--- config.mk ---
export PLATFORM = sky130hd
export DESIGN_NAME = linked_list_with_cursor_core
export DESIGN_NICKNAME = d
export VERILOG_FILES = /design/src/rtl/core/llc_pkg.sv /design/src/rtl/core/linked_list_with_cursor_core.sv /design/src/rtl/core/llc_ram.sv /design/src/rtl/core/llc_ctrl.sv
export SDC_FILE = /design/constraint.sdc
export NUM_CORES = 2
export LEC_CHECK = 0
export ABC_AREA = 1
export BUFFER_PORTS_ARGS = -buffer_cell sky130_fd_sc_hd__buf_2
export CORE_AREA = 2 2 542 544
export CTS_CLUSTER_DIAMETER = 40
export DETAILED_ROUTE_END_ITERATION = 12
export DIE_AREA = 0 0 544 546
export PLACE_DENSITY = 0.54
export SLEW_MARGIN = 20
export SYNTH_ARGS = -nofsm -noshare
export SYNTH_HDL_FRONTEND = slang
export SYNTH_SLANG_ARGS = --single-unit
--- constraint.sdc ---
create_clock -name i_clk -period 13.19 [get_ports i_clk]
set_input_delay 1.319 -clock i_clk [delete_from_list [all_inputs] [get_ports i_clk]]
set_output_delay 1.319 -clock i_clk [all_outputs]
set_load 0.01 [all_outputs]
--- src/rtl/core/llc_pkg.sv ---
// Package for the linked list core: sizes, null index, command and status codes,
// and the request structs that the controller sends to the two entry memories.
// Depends on nothing; every other file of the core but llc_ram imports it.
`default_nettype none

package llc_pkg;

    localparam int CAPACITY = 64;
    localparam int DATA_W   = 32;
    localparam int IDX_W    = $clog2(CAPACITY + 1);
    localparam int ADDR_W   = $clog2(CAPACITY);

    localparam logic [IDX_W-1:0] NIL = IDX_W'(CAPACITY);

    typedef enum logic [2:0] {
        CMD_INS_FRONT  = 3'd0,
        CMD_INS_BACK   = 3'd1,
        CMD_REM_FRONT  = 3'd2,
        CMD_CUR_START  = 3'd3,
        CMD_ADVANCE    = 3'd4,
        CMD_CUR_INSERT = 3'd5,
        CMD_CUR_REMOVE = 3'd6,
        CMD_CLEAR      = 3'd7
    } t_cmd;

    typedef enum logic [1:0] {
        ST_OK   = 2'd0,
        ST_FULL = 2'd1,
        ST_NONE = 2'd2
    } t_status;

    typedef struct packed {
        logic              we;
        logic [ADDR_W-1:0] waddr;
        logic [IDX_W-1:0]  wdata;
        logic [ADDR_W-1:0] raddr;
    } t_next_req;

    typedef struct packed {
        logic              we;
        logic [ADDR_W-1:0] waddr;
        logic [DATA_W-1:0] wdata;
        logic [ADDR_W-1:0] raddr;
    } t_data_req;

endpackage

`default_nettype wire

--- src/rtl/core/linked_list_with_cursor_core.sv ---
// Linked list with cursor: top level, joining the sequencer to the link and data memories.
// Cursor start, clear and refused commands give their result in the cycle after the
// accepting edge; inserts step through S_ALLOC_WAIT (reused entry only), S_LINK and,
// but at the front or into an empty list, S_LINK2; removes and advance step through
// S_UNLINK_WAIT and S_DATA_WAIT. One command at a time; start is taken again in the cycle the result shows.
// Reset (synchronous, active low) empties the list; no memory clearing pass is needed.
`default_nettype none

module linked_list_with_cursor_core
    import llc_pkg::*;
(
    input  wire logic        i_clk,
    input  wire logic        i_rst_n,
    input  wire logic        start,
    output logic             busy,
    input  wire logic [2:0]  i_command,
    input  wire logic [31:0] i_value,
    output logic             o_done,
    output logic [1:0]       o_status,
    output logic [31:0]      o_removed_value,
    output logic [6:0]       o_length,
    output logic             o_is_empty,
    output logic [31:0]      o_first_value,
    output logic [31:0]      o_last_value,
    output logic [31:0]      o_current_value,
    output logic             o_at_end
);

    // The sequencer keeps the list pointers and cached words in flip-flops and
    // steps through the memories; a transaction finishes with a one-cycle
    // strobe on o_done while the result fields describe the list after it.
    t_next_req         next_req;
    t_data_req         data_req;
    logic [IDX_W-1:0]  next_rdata;
    logic [DATA_W-1:0] data_rdata;

    llc_ctrl u_ctrl (
        .i_clk           (i_clk),
        .i_rst_n         (i_rst_n),
        .start           (start),
        .busy            (busy),
        .i_command       (i_command),
        .i_value         (i_value),
        .o_next_req      (next_req),
        .i_next_rdata    (next_rdata),
        .o_data_req      (data_req),
        .i_data_rdata    (data_rdata),
        .o_done          (o_done),
        .o_status        (o_status),
        .o_removed_value (o_removed_value),
        .o_length        (o_length),
        .o_is_empty      (o_is_empty),
        .o_first_value   (o_first_value),
        .o_last_value    (o_last_value),
        .o_current_value (o_current_value),
        .o_at_end        (o_at_end)
    );

    // Link memory: the successor index of every entry, NIL at the tail.
    // Entries of the free chain reuse the same field.
    llc_ram #(
        .DEPTH (CAPACITY),
        .WIDTH (IDX_W)
    ) u_next_ram (
        .i_clk   (i_clk),
        .i_we    (next_req.we),
        .i_waddr (next_req.waddr),
        .i_wdata (next_req.wdata),
        .i_raddr (next_req.raddr),
        .o_rdata (next_rdata)
    );

    // Data memory: the stored word of every entry.
    llc_ram #(
        .DEPTH (CAPACITY),
        .WIDTH (DATA_W)
    ) u_data_ram (
        .i_clk   (i_clk),
        .i_we    (data_req.we),
        .i_waddr (data_req.waddr),
        .i_wdata (data_req.wdata),
        .i_raddr (data_req.raddr),
        .o_rdata (data_rdata)
    );

endmodule

`default_nettype wire

--- src/rtl/core/llc_ram.sv ---
// Generic single-write, single-read synchronous memory with a registered read port.
// Holds either the entry links or the entry data words; no package dependencies.
`default_nettype none

module llc_ram #(
    parameter int DEPTH = 64,
    parameter int WIDTH = 32
) (
    input  wire logic                     i_clk,
    input  wire logic                     i_we,
    input  wire logic [$clog2(DEPTH)-1:0] i_waddr,
    input  wire logic [WIDTH-1:0]         i_wdata,
    input  wire logic [$clog2(DEPTH)-1:0] i_raddr,
    output logic      [WIDTH-1:0]         o_rdata
);

    logic [WIDTH-1:0] r_mem [DEPTH];

    always_ff @(posedge i_clk) begin
        if (i_we) begin
            r_mem[i_waddr] <= i_wdata;
        end
        o_rdata <= r_mem[i_raddr];
    end

endmodule

`default_nettype wire

--- src/rtl/core/llc_ctrl.sv ---
// Command sequencer of the linked list core: list pointers, cached end and cursor
// words, free chain, and the read-modify-write steps on the two entry memories.
// Depends on llc_pkg.
`default_nettype none

module llc_ctrl
    import llc_pkg::*;
(
    input  wire logic              i_clk,
    input  wire logic              i_rst_n,
    input  wire logic              start,
    output logic                   busy,
    input  wire logic [2:0]        i_command,
    input  wire logic [31:0]       i_value,
    output t_next_req              o_next_req,
    input  wire logic [IDX_W-1:0]  i_next_rdata,
    output t_data_req              o_data_req,
    input  wire logic [DATA_W-1:0] i_data_rdata,
    output logic                   o_done,
    output logic [1:0]             o_status,
    output logic [31:0]            o_removed_value,
    output logic [6:0]             o_length,
    output logic                   o_is_empty,
    output logic [31:0]            o_first_value,
    output logic [31:0]            o_last_value,
    output logic [31:0]            o_current_value,
    output logic                   o_at_end
);

    typedef enum logic [2:0] {
        S_IDLE,
        S_ALLOC_WAIT,
        S_LINK,
        S_LINK2,
        S_UNLINK_WAIT,
        S_DATA_WAIT
    } t_state;

    t_state            r_state;
    t_cmd              r_cmd;
    t_status           r_status;
    logic              r_done;
    logic [DATA_W-1:0] r_val;
    logic [DATA_W-1:0] r_removed;

    logic [IDX_W-1:0]  r_head, r_tail, r_cur, r_prev, r_free_head;
    logic [IDX_W-1:0]  r_count, r_fresh;
    logic [DATA_W-1:0] r_head_data, r_tail_data, r_cur_data, r_prev_data;

    logic [IDX_W-1:0]  r_n, r_old, r_aux, r_nx;
    logic              r_front, r_upd_head, r_upd_cur, r_relink;

    logic   accept;
    t_cmd   in_cmd;
    logic   is_insert;
    logic   full;
    logic   ins_front, ins_back;

    assign accept    = start && (r_state == S_IDLE);
    assign in_cmd    = t_cmd'(i_command);
    assign is_insert = (in_cmd == CMD_INS_FRONT) || (in_cmd == CMD_INS_BACK) ||
                       (in_cmd == CMD_CUR_INSERT);
    assign full      = (r_free_head == NIL) && (r_fresh == IDX_W'(CAPACITY));

    // Placement of a new entry, decided from the latched command and pointers.
    assign ins_front = (r_cmd == CMD_INS_FRONT) ||
                       ((r_cmd == CMD_CUR_INSERT) && (r_prev == NIL));
    assign ins_back  = !ins_front && ((r_cmd == CMD_INS_BACK) ||
                       ((r_cmd == CMD_CUR_INSERT) && (r_cur == NIL)));

    always_comb begin
        o_next_req       = '0;
        o_next_req.wdata = NIL;
        o_data_req       = '0;
        unique case (r_state)
            S_IDLE: begin
                if (is_insert) begin
                    o_next_req.raddr = r_free_head[ADDR_W-1:0];
                end else if ((in_cmd == CMD_REM_FRONT) ||
                             ((in_cmd == CMD_CUR_REMOVE) && (r_prev == NIL))) begin
                    o_next_req.raddr = r_head[ADDR_W-1:0];
                end else begin
                    o_next_req.raddr = r_cur[ADDR_W-1:0];
                end
            end
            S_ALLOC_WAIT: begin
            end
            S_LINK: begin
                o_data_req.we    = 1'b1;
                o_data_req.waddr = r_n[ADDR_W-1:0];
                o_data_req.wdata = r_val;
                o_next_req.we    = 1'b1;
                o_next_req.waddr = r_n[ADDR_W-1:0];
                if (ins_front) begin
                    o_next_req.wdata = r_head;
                end else if (ins_back) begin
                    o_next_req.wdata = NIL;
                end else begin
                    o_next_req.wdata = r_cur;
                end
            end
            S_LINK2: begin
                o_next_req.we    = 1'b1;
                o_next_req.waddr = r_aux[ADDR_W-1:0];
                o_next_req.wdata = r_n;
            end
            S_UNLINK_WAIT: begin
                // Unless advancing, push the removed entry onto the free chain; fetch the word
                // of the entry that follows it or the cursor.
                o_next_req.we    = (r_cmd != CMD_ADVANCE);
                o_next_req.waddr = r_old[ADDR_W-1:0];
                o_next_req.wdata = r_free_head;
                o_data_req.raddr = i_next_rdata[ADDR_W-1:0];
            end
            S_DATA_WAIT: begin
                o_next_req.we    = r_relink;
                o_next_req.waddr = r_aux[ADDR_W-1:0];
                o_next_req.wdata = r_nx;
            end
            default: begin
            end
        endcase
    end

    always_ff @(posedge i_clk) begin
        r_done <= 1'b0;
        if (!i_rst_n) begin
            r_state     <= S_IDLE;
            r_head      <= NIL;
            r_tail      <= NIL;
            r_cur       <= NIL;
            r_prev      <= NIL;
            r_free_head <= NIL;
            r_count     <= '0;
            r_fresh     <= '0;
        end else begin
            unique case (r_state)
                S_IDLE: begin
                    if (accept) begin
                        r_cmd      <= in_cmd;
                        r_val      <= i_value[DATA_W-1:0];
                        r_removed  <= '0;
                        r_status   <= ST_OK;
                        r_front    <= 1'b0;
                        r_upd_head <= 1'b0;
                        r_upd_cur  <= 1'b0;
                        r_relink   <= 1'b0;
                        unique case (in_cmd)
                            CMD_INS_FRONT, CMD_INS_BACK, CMD_CUR_INSERT: begin
                                if (full) begin
                                    r_status <= ST_FULL;
                                    r_done   <= 1'b1;
                                end else if (r_free_head != NIL) begin
                                    r_n     <= r_free_head;
                                    r_state <= S_ALLOC_WAIT;
                                end else begin
                                    r_n     <= r_fresh;
                                    r_fresh <= r_fresh + 1'b1;
                                    r_state <= S_LINK;
                                end
                            end
                            CMD_REM_FRONT: begin
                                if (r_count == '0) begin
                                    r_status <= ST_NONE;
                                    r_done   <= 1'b1;
                                end else begin
                                    r_old     <= r_head;
                                    r_removed <= r_head_data;
                                    r_front   <= 1'b1;
                                    r_state   <= S_UNLINK_WAIT;
                                end
                            end
                            CMD_CUR_START: begin
                                r_cur      <= r_head;
                                r_cur_data <= r_head_data;
                                r_prev     <= NIL;
                                r_done     <= 1'b1;
                            end
                            CMD_ADVANCE: begin
                                if (r_cur == NIL) begin
                                    r_status <= ST_NONE;
                                    r_done   <= 1'b1;
                                end else begin
                                    r_prev      <= r_cur;
                                    r_prev_data <= r_cur_data;
                                    r_state     <= S_UNLINK_WAIT;
                                end
                            end
                            CMD_CUR_REMOVE: begin
                                if ((r_count == '0) || (r_cur == NIL)) begin
                                    r_status <= ST_NONE;
                                    r_done   <= 1'b1;
                                end else if (r_prev == NIL) begin
                                    r_old     <= r_head;
                                    r_removed <= r_head_data;
                                    r_front   <= 1'b1;
                                    r_state   <= S_UNLINK_WAIT;
                                end else begin
                                    r_old     <= r_cur;
                                    r_removed <= r_cur_data;
                                    r_aux     <= r_prev;
                                    r_state   <= S_UNLINK_WAIT;
                                end
                            end
                            CMD_CLEAR: begin
                                r_head      <= NIL;
                                r_tail      <= NIL;
                                r_cur       <= NIL;
                                r_prev      <= NIL;
                                r_free_head <= NIL;
                                r_count     <= '0;
                                r_fresh     <= '0;
                                r_done      <= 1'b1;
                            end
                            default: begin
                            end
                        endcase
                    end
                end
                S_ALLOC_WAIT: begin
                    r_free_head <= i_next_rdata;
                    r_state     <= S_LINK;
                end
                S_LINK: begin
                    r_count <= r_count + 1'b1;
                    r_state <= S_IDLE;
                    r_done  <= 1'b1;
                    if (ins_front) begin
                        r_head      <= r_n;
                        r_head_data <= r_val;
                        if (r_count == '0) begin
                            r_tail      <= r_n;
                            r_tail_data <= r_val;
                        end
                        if ((r_cmd == CMD_INS_FRONT) && (r_prev == NIL)) begin
                            r_prev      <= r_n;
                            r_prev_data <= r_val;
                        end
                    end else if (ins_back) begin
                        r_tail      <= r_n;
                        r_tail_data <= r_val;
                        if (r_count == '0) begin
                            r_head      <= r_n;
                            r_head_data <= r_val;
                        end else begin
                            r_aux   <= r_tail;
                            r_state <= S_LINK2;
                            r_done  <= 1'b0;
                        end
                        if ((r_cmd == CMD_INS_BACK) && (r_cur == NIL)) begin
                            r_prev      <= r_n;
                            r_prev_data <= r_val;
                        end
                    end else begin
                        r_aux   <= r_prev;
                        r_state <= S_LINK2;
                        r_done  <= 1'b0;
                    end
                    if (r_cmd == CMD_CUR_INSERT) begin
                        r_cur      <= r_n;
                        r_cur_data <= r_val;
                    end
                end
                S_LINK2: begin
                    r_state <= S_IDLE;
                    r_done  <= 1'b1;
                end
                S_UNLINK_WAIT: begin
                    r_nx    <= i_next_rdata;
                    r_state <= S_DATA_WAIT;
                    if (r_cmd == CMD_ADVANCE) begin
                        r_cur     <= i_next_rdata;
                        r_upd_cur <= 1'b1;
                    end else begin
                        r_free_head <= r_old;
                        r_count     <= r_count - 1'b1;
                        if (r_front) begin
                            r_upd_head <= 1'b1;
                            if (r_count == IDX_W'(1)) begin
                                r_head <= NIL;
                                r_tail <= NIL;
                            end else begin
                                r_head <= i_next_rdata;
                            end
                            if ((r_cmd == CMD_CUR_REMOVE) || (r_cur == r_old)) begin
                                r_cur     <= (r_count == IDX_W'(1)) ? NIL : i_next_rdata;
                                r_prev    <= NIL;
                                r_upd_cur <= 1'b1;
                            end else if (r_prev == r_old) begin
                                r_prev <= NIL;
                            end
                        end else begin
                            r_cur     <= i_next_rdata;
                            r_upd_cur <= 1'b1;
                            r_relink  <= 1'b1;
                            if (r_tail == r_old) begin
                                r_tail      <= r_prev;
                                r_tail_data <= r_prev_data;
                            end
                        end
                    end
                end
                S_DATA_WAIT: begin
                    if (r_upd_head) begin
                        r_head_data <= i_data_rdata;
                    end
                    if (r_upd_cur) begin
                        r_cur_data <= i_data_rdata;
                    end
                    r_state <= S_IDLE;
                    r_done  <= 1'b1;
                end
                default: begin
                    r_state <= S_IDLE;
                end
            endcase
        end
    end

    assign busy            = (r_state != S_IDLE);
    assign o_done          = r_done;
    assign o_status        = r_status;
    assign o_removed_value = 32'(r_removed);
    assign o_length        = 7'(r_count);
    assign o_is_empty      = (r_count == '0);
    assign o_first_value   = (r_count == '0) ? '0 : 32'(r_head_data);
    assign o_last_value    = (r_count == '0) ? '0 : 32'(r_tail_data);
    assign o_current_value = (r_cur == NIL) ? '0 : 32'(r_cur_data);
    assign o_at_end        = (r_cur == NIL);

endmodule

`default_nettype wire

==> metrics.yaml <==
sta:
  rsz0062_at_grt: "no"
  finalSetupViolations: 0
  setup_tns_ps: 0
  worstMarginPinSlew_ps: 1160
  finalCritPeriodShare: 0.429
  fmax_mhz: 177
  maxSlewViolCount: 0
  layout_setup_ws_ps: 7530
  clock_skew_ps: 106
  slew_headroom: 0.227
  fin_crit_ps: 5660
  hold_viol: 0
yosys:
  yosysMostFrequentCell: "edfxtp_1"
  ys.flop_type: "edfxtp_1"
  ys_seq_area_frac: 0.720
  netlist_instances: 9054
  synth.distinct_cells: 53
  synthArstFlopShare: 0
  synth_area_leaders: "edfxtp_1 (70%), nand3_1 (5.8%), o211ai_1 (3.0%), o21ai_0 (2.8%), o21bai_1 (2.7%)"
  synth-seq-cells: 2816
  syn_area_sq_mm: 0.116
  netlist_top_cells_count: "edfxtp_1 (2724), nand3_1 (1335), nand2_1 (818)"
  syn_avg_cell_area_sq_um: 12.8
  ys_warn_count: 0
  synth_fp_nets: 9097
  yosysTopAreaCell: "edfxtp_1"
  netlist.area_leader.share: 0.704
  synth-edff-count: 2724
die:
  start_util: 0.398
  die-area_sq_mm: 0.297
  chipWidth_um: 544
  coreArea_sq_mm: 0.292
  pin_count: 179
  rows: 199
  dieHeight_um: 546
critical_path:
  start_kind: "flop"
  critPathMostFrequentCell: "nand3_1"
  slowest_delay_ps: 830
  worstPathMaxFanout: 164
  reg2reg_to: "u_data_ram.o_rdata[4]"
  r2r-start: "u_ctrl.r_state[0]"
  r2r_setup_slack_ps: 7530
  critPathCapture: "u_data_ram.o_rdata[4]"
  cp_top_family: "buffers and inverters"
  crit_buf_inv: 4
  crit_slowest_cell: "buf_4"
  cp.depth: 14
  worstPathRequired_ps: 14060
  path_cells: "nor2_4, nand2_4, nor2_4, buf_4, buf_12, buf_4, buf_4, or2_2, o211ai_1, nand3_1, nand3_1, nand3_1, nand3_1, nand2_1"
  rr_worst_depth: 14
  cp-startpoint: "u_ctrl.r_state[0]"
  worstSetupPathType: "reg -> reg"
  arrival_ps: 6530
  end_kind: "flop"
clock_network:
  cts-root-buf: "clkbuf_16"
  cts_hold_buffers: 0
  clock_sinks: 2816
  clockBufferDepth: 4
  cts_resized: 0
  clk_pin_slew_ps: 50
  post_cts_buffers: 0
  htreeDepth: 5
  clk_latency_ps: 960
  numCtsBuffers: 418
  cts_tree: "yes"
routing:
  ant_nets: 0
  vias: 76900
  first_iter_violations: 8780
  vias_per_cell: 5.69
  drcViolationCount: 0
  wl_mm: 357
  routedWlPerCell_um: 26.5
  dr.pass1.iters: 6
pwr:
  p_leak_nw: 47.5
  p_per_area_mw_per_mm2: 210
  ir_drop_v: 0.000152
cells_and_area:
  fin_nets: 9257
  fillCellCount: 25700
  design_area_sq_mm: 0.136
  area_delta_synth_final_pct: 17.4
  drive_gt1_frac: 0.173
worst_hold_path:
  min_from: "u_ctrl.r_head[6]"
  min_path_type: "reg -> reg"
grt:
  grt-ovfl-total: 0
  grt_max_degree: 204
  grt_use_total: 0.235
  antenna_found_initial: 7
  grt_pass1_wl_mm: 521
  grt_pass1_vias: 75000
placement:
  dpl_cell_area_sq_mm: 0.122
  place_worst_setup_slack_ps: 7570
  gp_congestion: 0.870
  portBuffers: 178
  hpwl_mm: 186
outcome:
  outcome: "complete, no violations"
job:
  max_cap_violations: 0
-- layout by cell type (no fill, tap or decap), types with 161 or more instances in the layout --
cell type / netlist / layout
o21ai_0: 640 / 640
buf_2: 133 / 178
or2_2: 426 / 426
nand3_1: 1335 / 1333
nor2_1: 330 / 229
inv_1: 517 / 512
o21bai_1: 425 / 425
clkbuf_16: 0 / 421
buf_4: 15 / 177
nand3b_1: 161 / 161
edfxtp_1: 2724 / 2724
nand2_1: 818 / 816
o211ai_1: 464 / 464
-- flip-flops by register name, summed over array words and instances, names as in the netlist, 32 cells and up --
signal,flops
u_ctrl.r_tail_data,32
u_ctrl.r_head_data,32
u_ctrl.r_val,32
u_ctrl.o_removed_value,32
u_data_ram.o_rdata,32
u_data_ram.r_mem,2048
u_ctrl.r_prev_data,32
u_next_ram.r_mem,448
u_ctrl.r_cur_data,32
-- tightest hold or removal path: stages, from the launching register on --
cell and delay [ps]:
dfxtp_1 330, nand2_1 60, o211ai_1 80
-- metal layers --
metal  GRT usage  part of all wire
met1       0.344              0.44
met2       0.365              0.46
met3      0.0378             0.077
met4      0.0590             0.022
met5           0          0.000036
-- report_power, final --
part	total [mW]	switching [mW]	internal [mW]
registers	10.9	0.237	10.7
clock network	11.3	4.27	7.03
logic	6.34	4.71	1.62
total	28.6	9.22	19.4
-- worst min-delay path by stage --
stage | depth (start not counted) | to | slack (ps)
floorplan | 0 | u_ctrl.r_nx[0] | 410
global placement | 2 | u_ctrl.r_head[6] | 460
detailed placement | 2 | u_ctrl.r_head[6] | 490
CTS | 1 | u_ctrl.r_val[27] | 480
global route | 1 | u_ctrl.r_val[13] | 520
finish | 2 | u_ctrl.r_head[6] | 510
-- through the flow --
stage / hold slack [ps] / std cells / power, mW / utilization
after detailed placement: 491 / 12700 / 17.4 / 0.417
final: 509 / 13500 / 28.6 / 0.467
after global placement: 461 / 12700 / 17.3 / 0.417
after CTS: 478 / 13500 / 28.7 / 0.467
after global routing: 516 / 13500 / 29.7 / 0.467
after floorplan: 406 / 9054 / 14.9 / -
-- logic make-up (layout without fill, tap and decap cells) --
group / after synthesis / in the layout / share of synthesized area
simple gates: 3139 / 3139 / 0.132
flops: 2816 / 2816 / 0.720
compound gates: 1911 / 1911 / 0.106
buf+inv: 1161 / 1682 / 0.0398
xor+xnor: 22 / 22 / 0.00166
fa+ha+maj: 5 / 5 / 0.000538
other cells: 0 / 4 / 0
-- area by class of cell --
cell class,instances,area [sq um],share of cell area
tap,3919,4900,0.0360
timing repair buffer,365,2400,0.0176
multi-input combinational,5077,28900,0.212
antenna,4,10.0,0.0000734
clock inverter,312,3680,0.0270
inverter,536,2050,0.0150
sequential,2816,83600,0.613
clock buffer,469,10800,0.0790
Power figures use the tool's default switching activity.
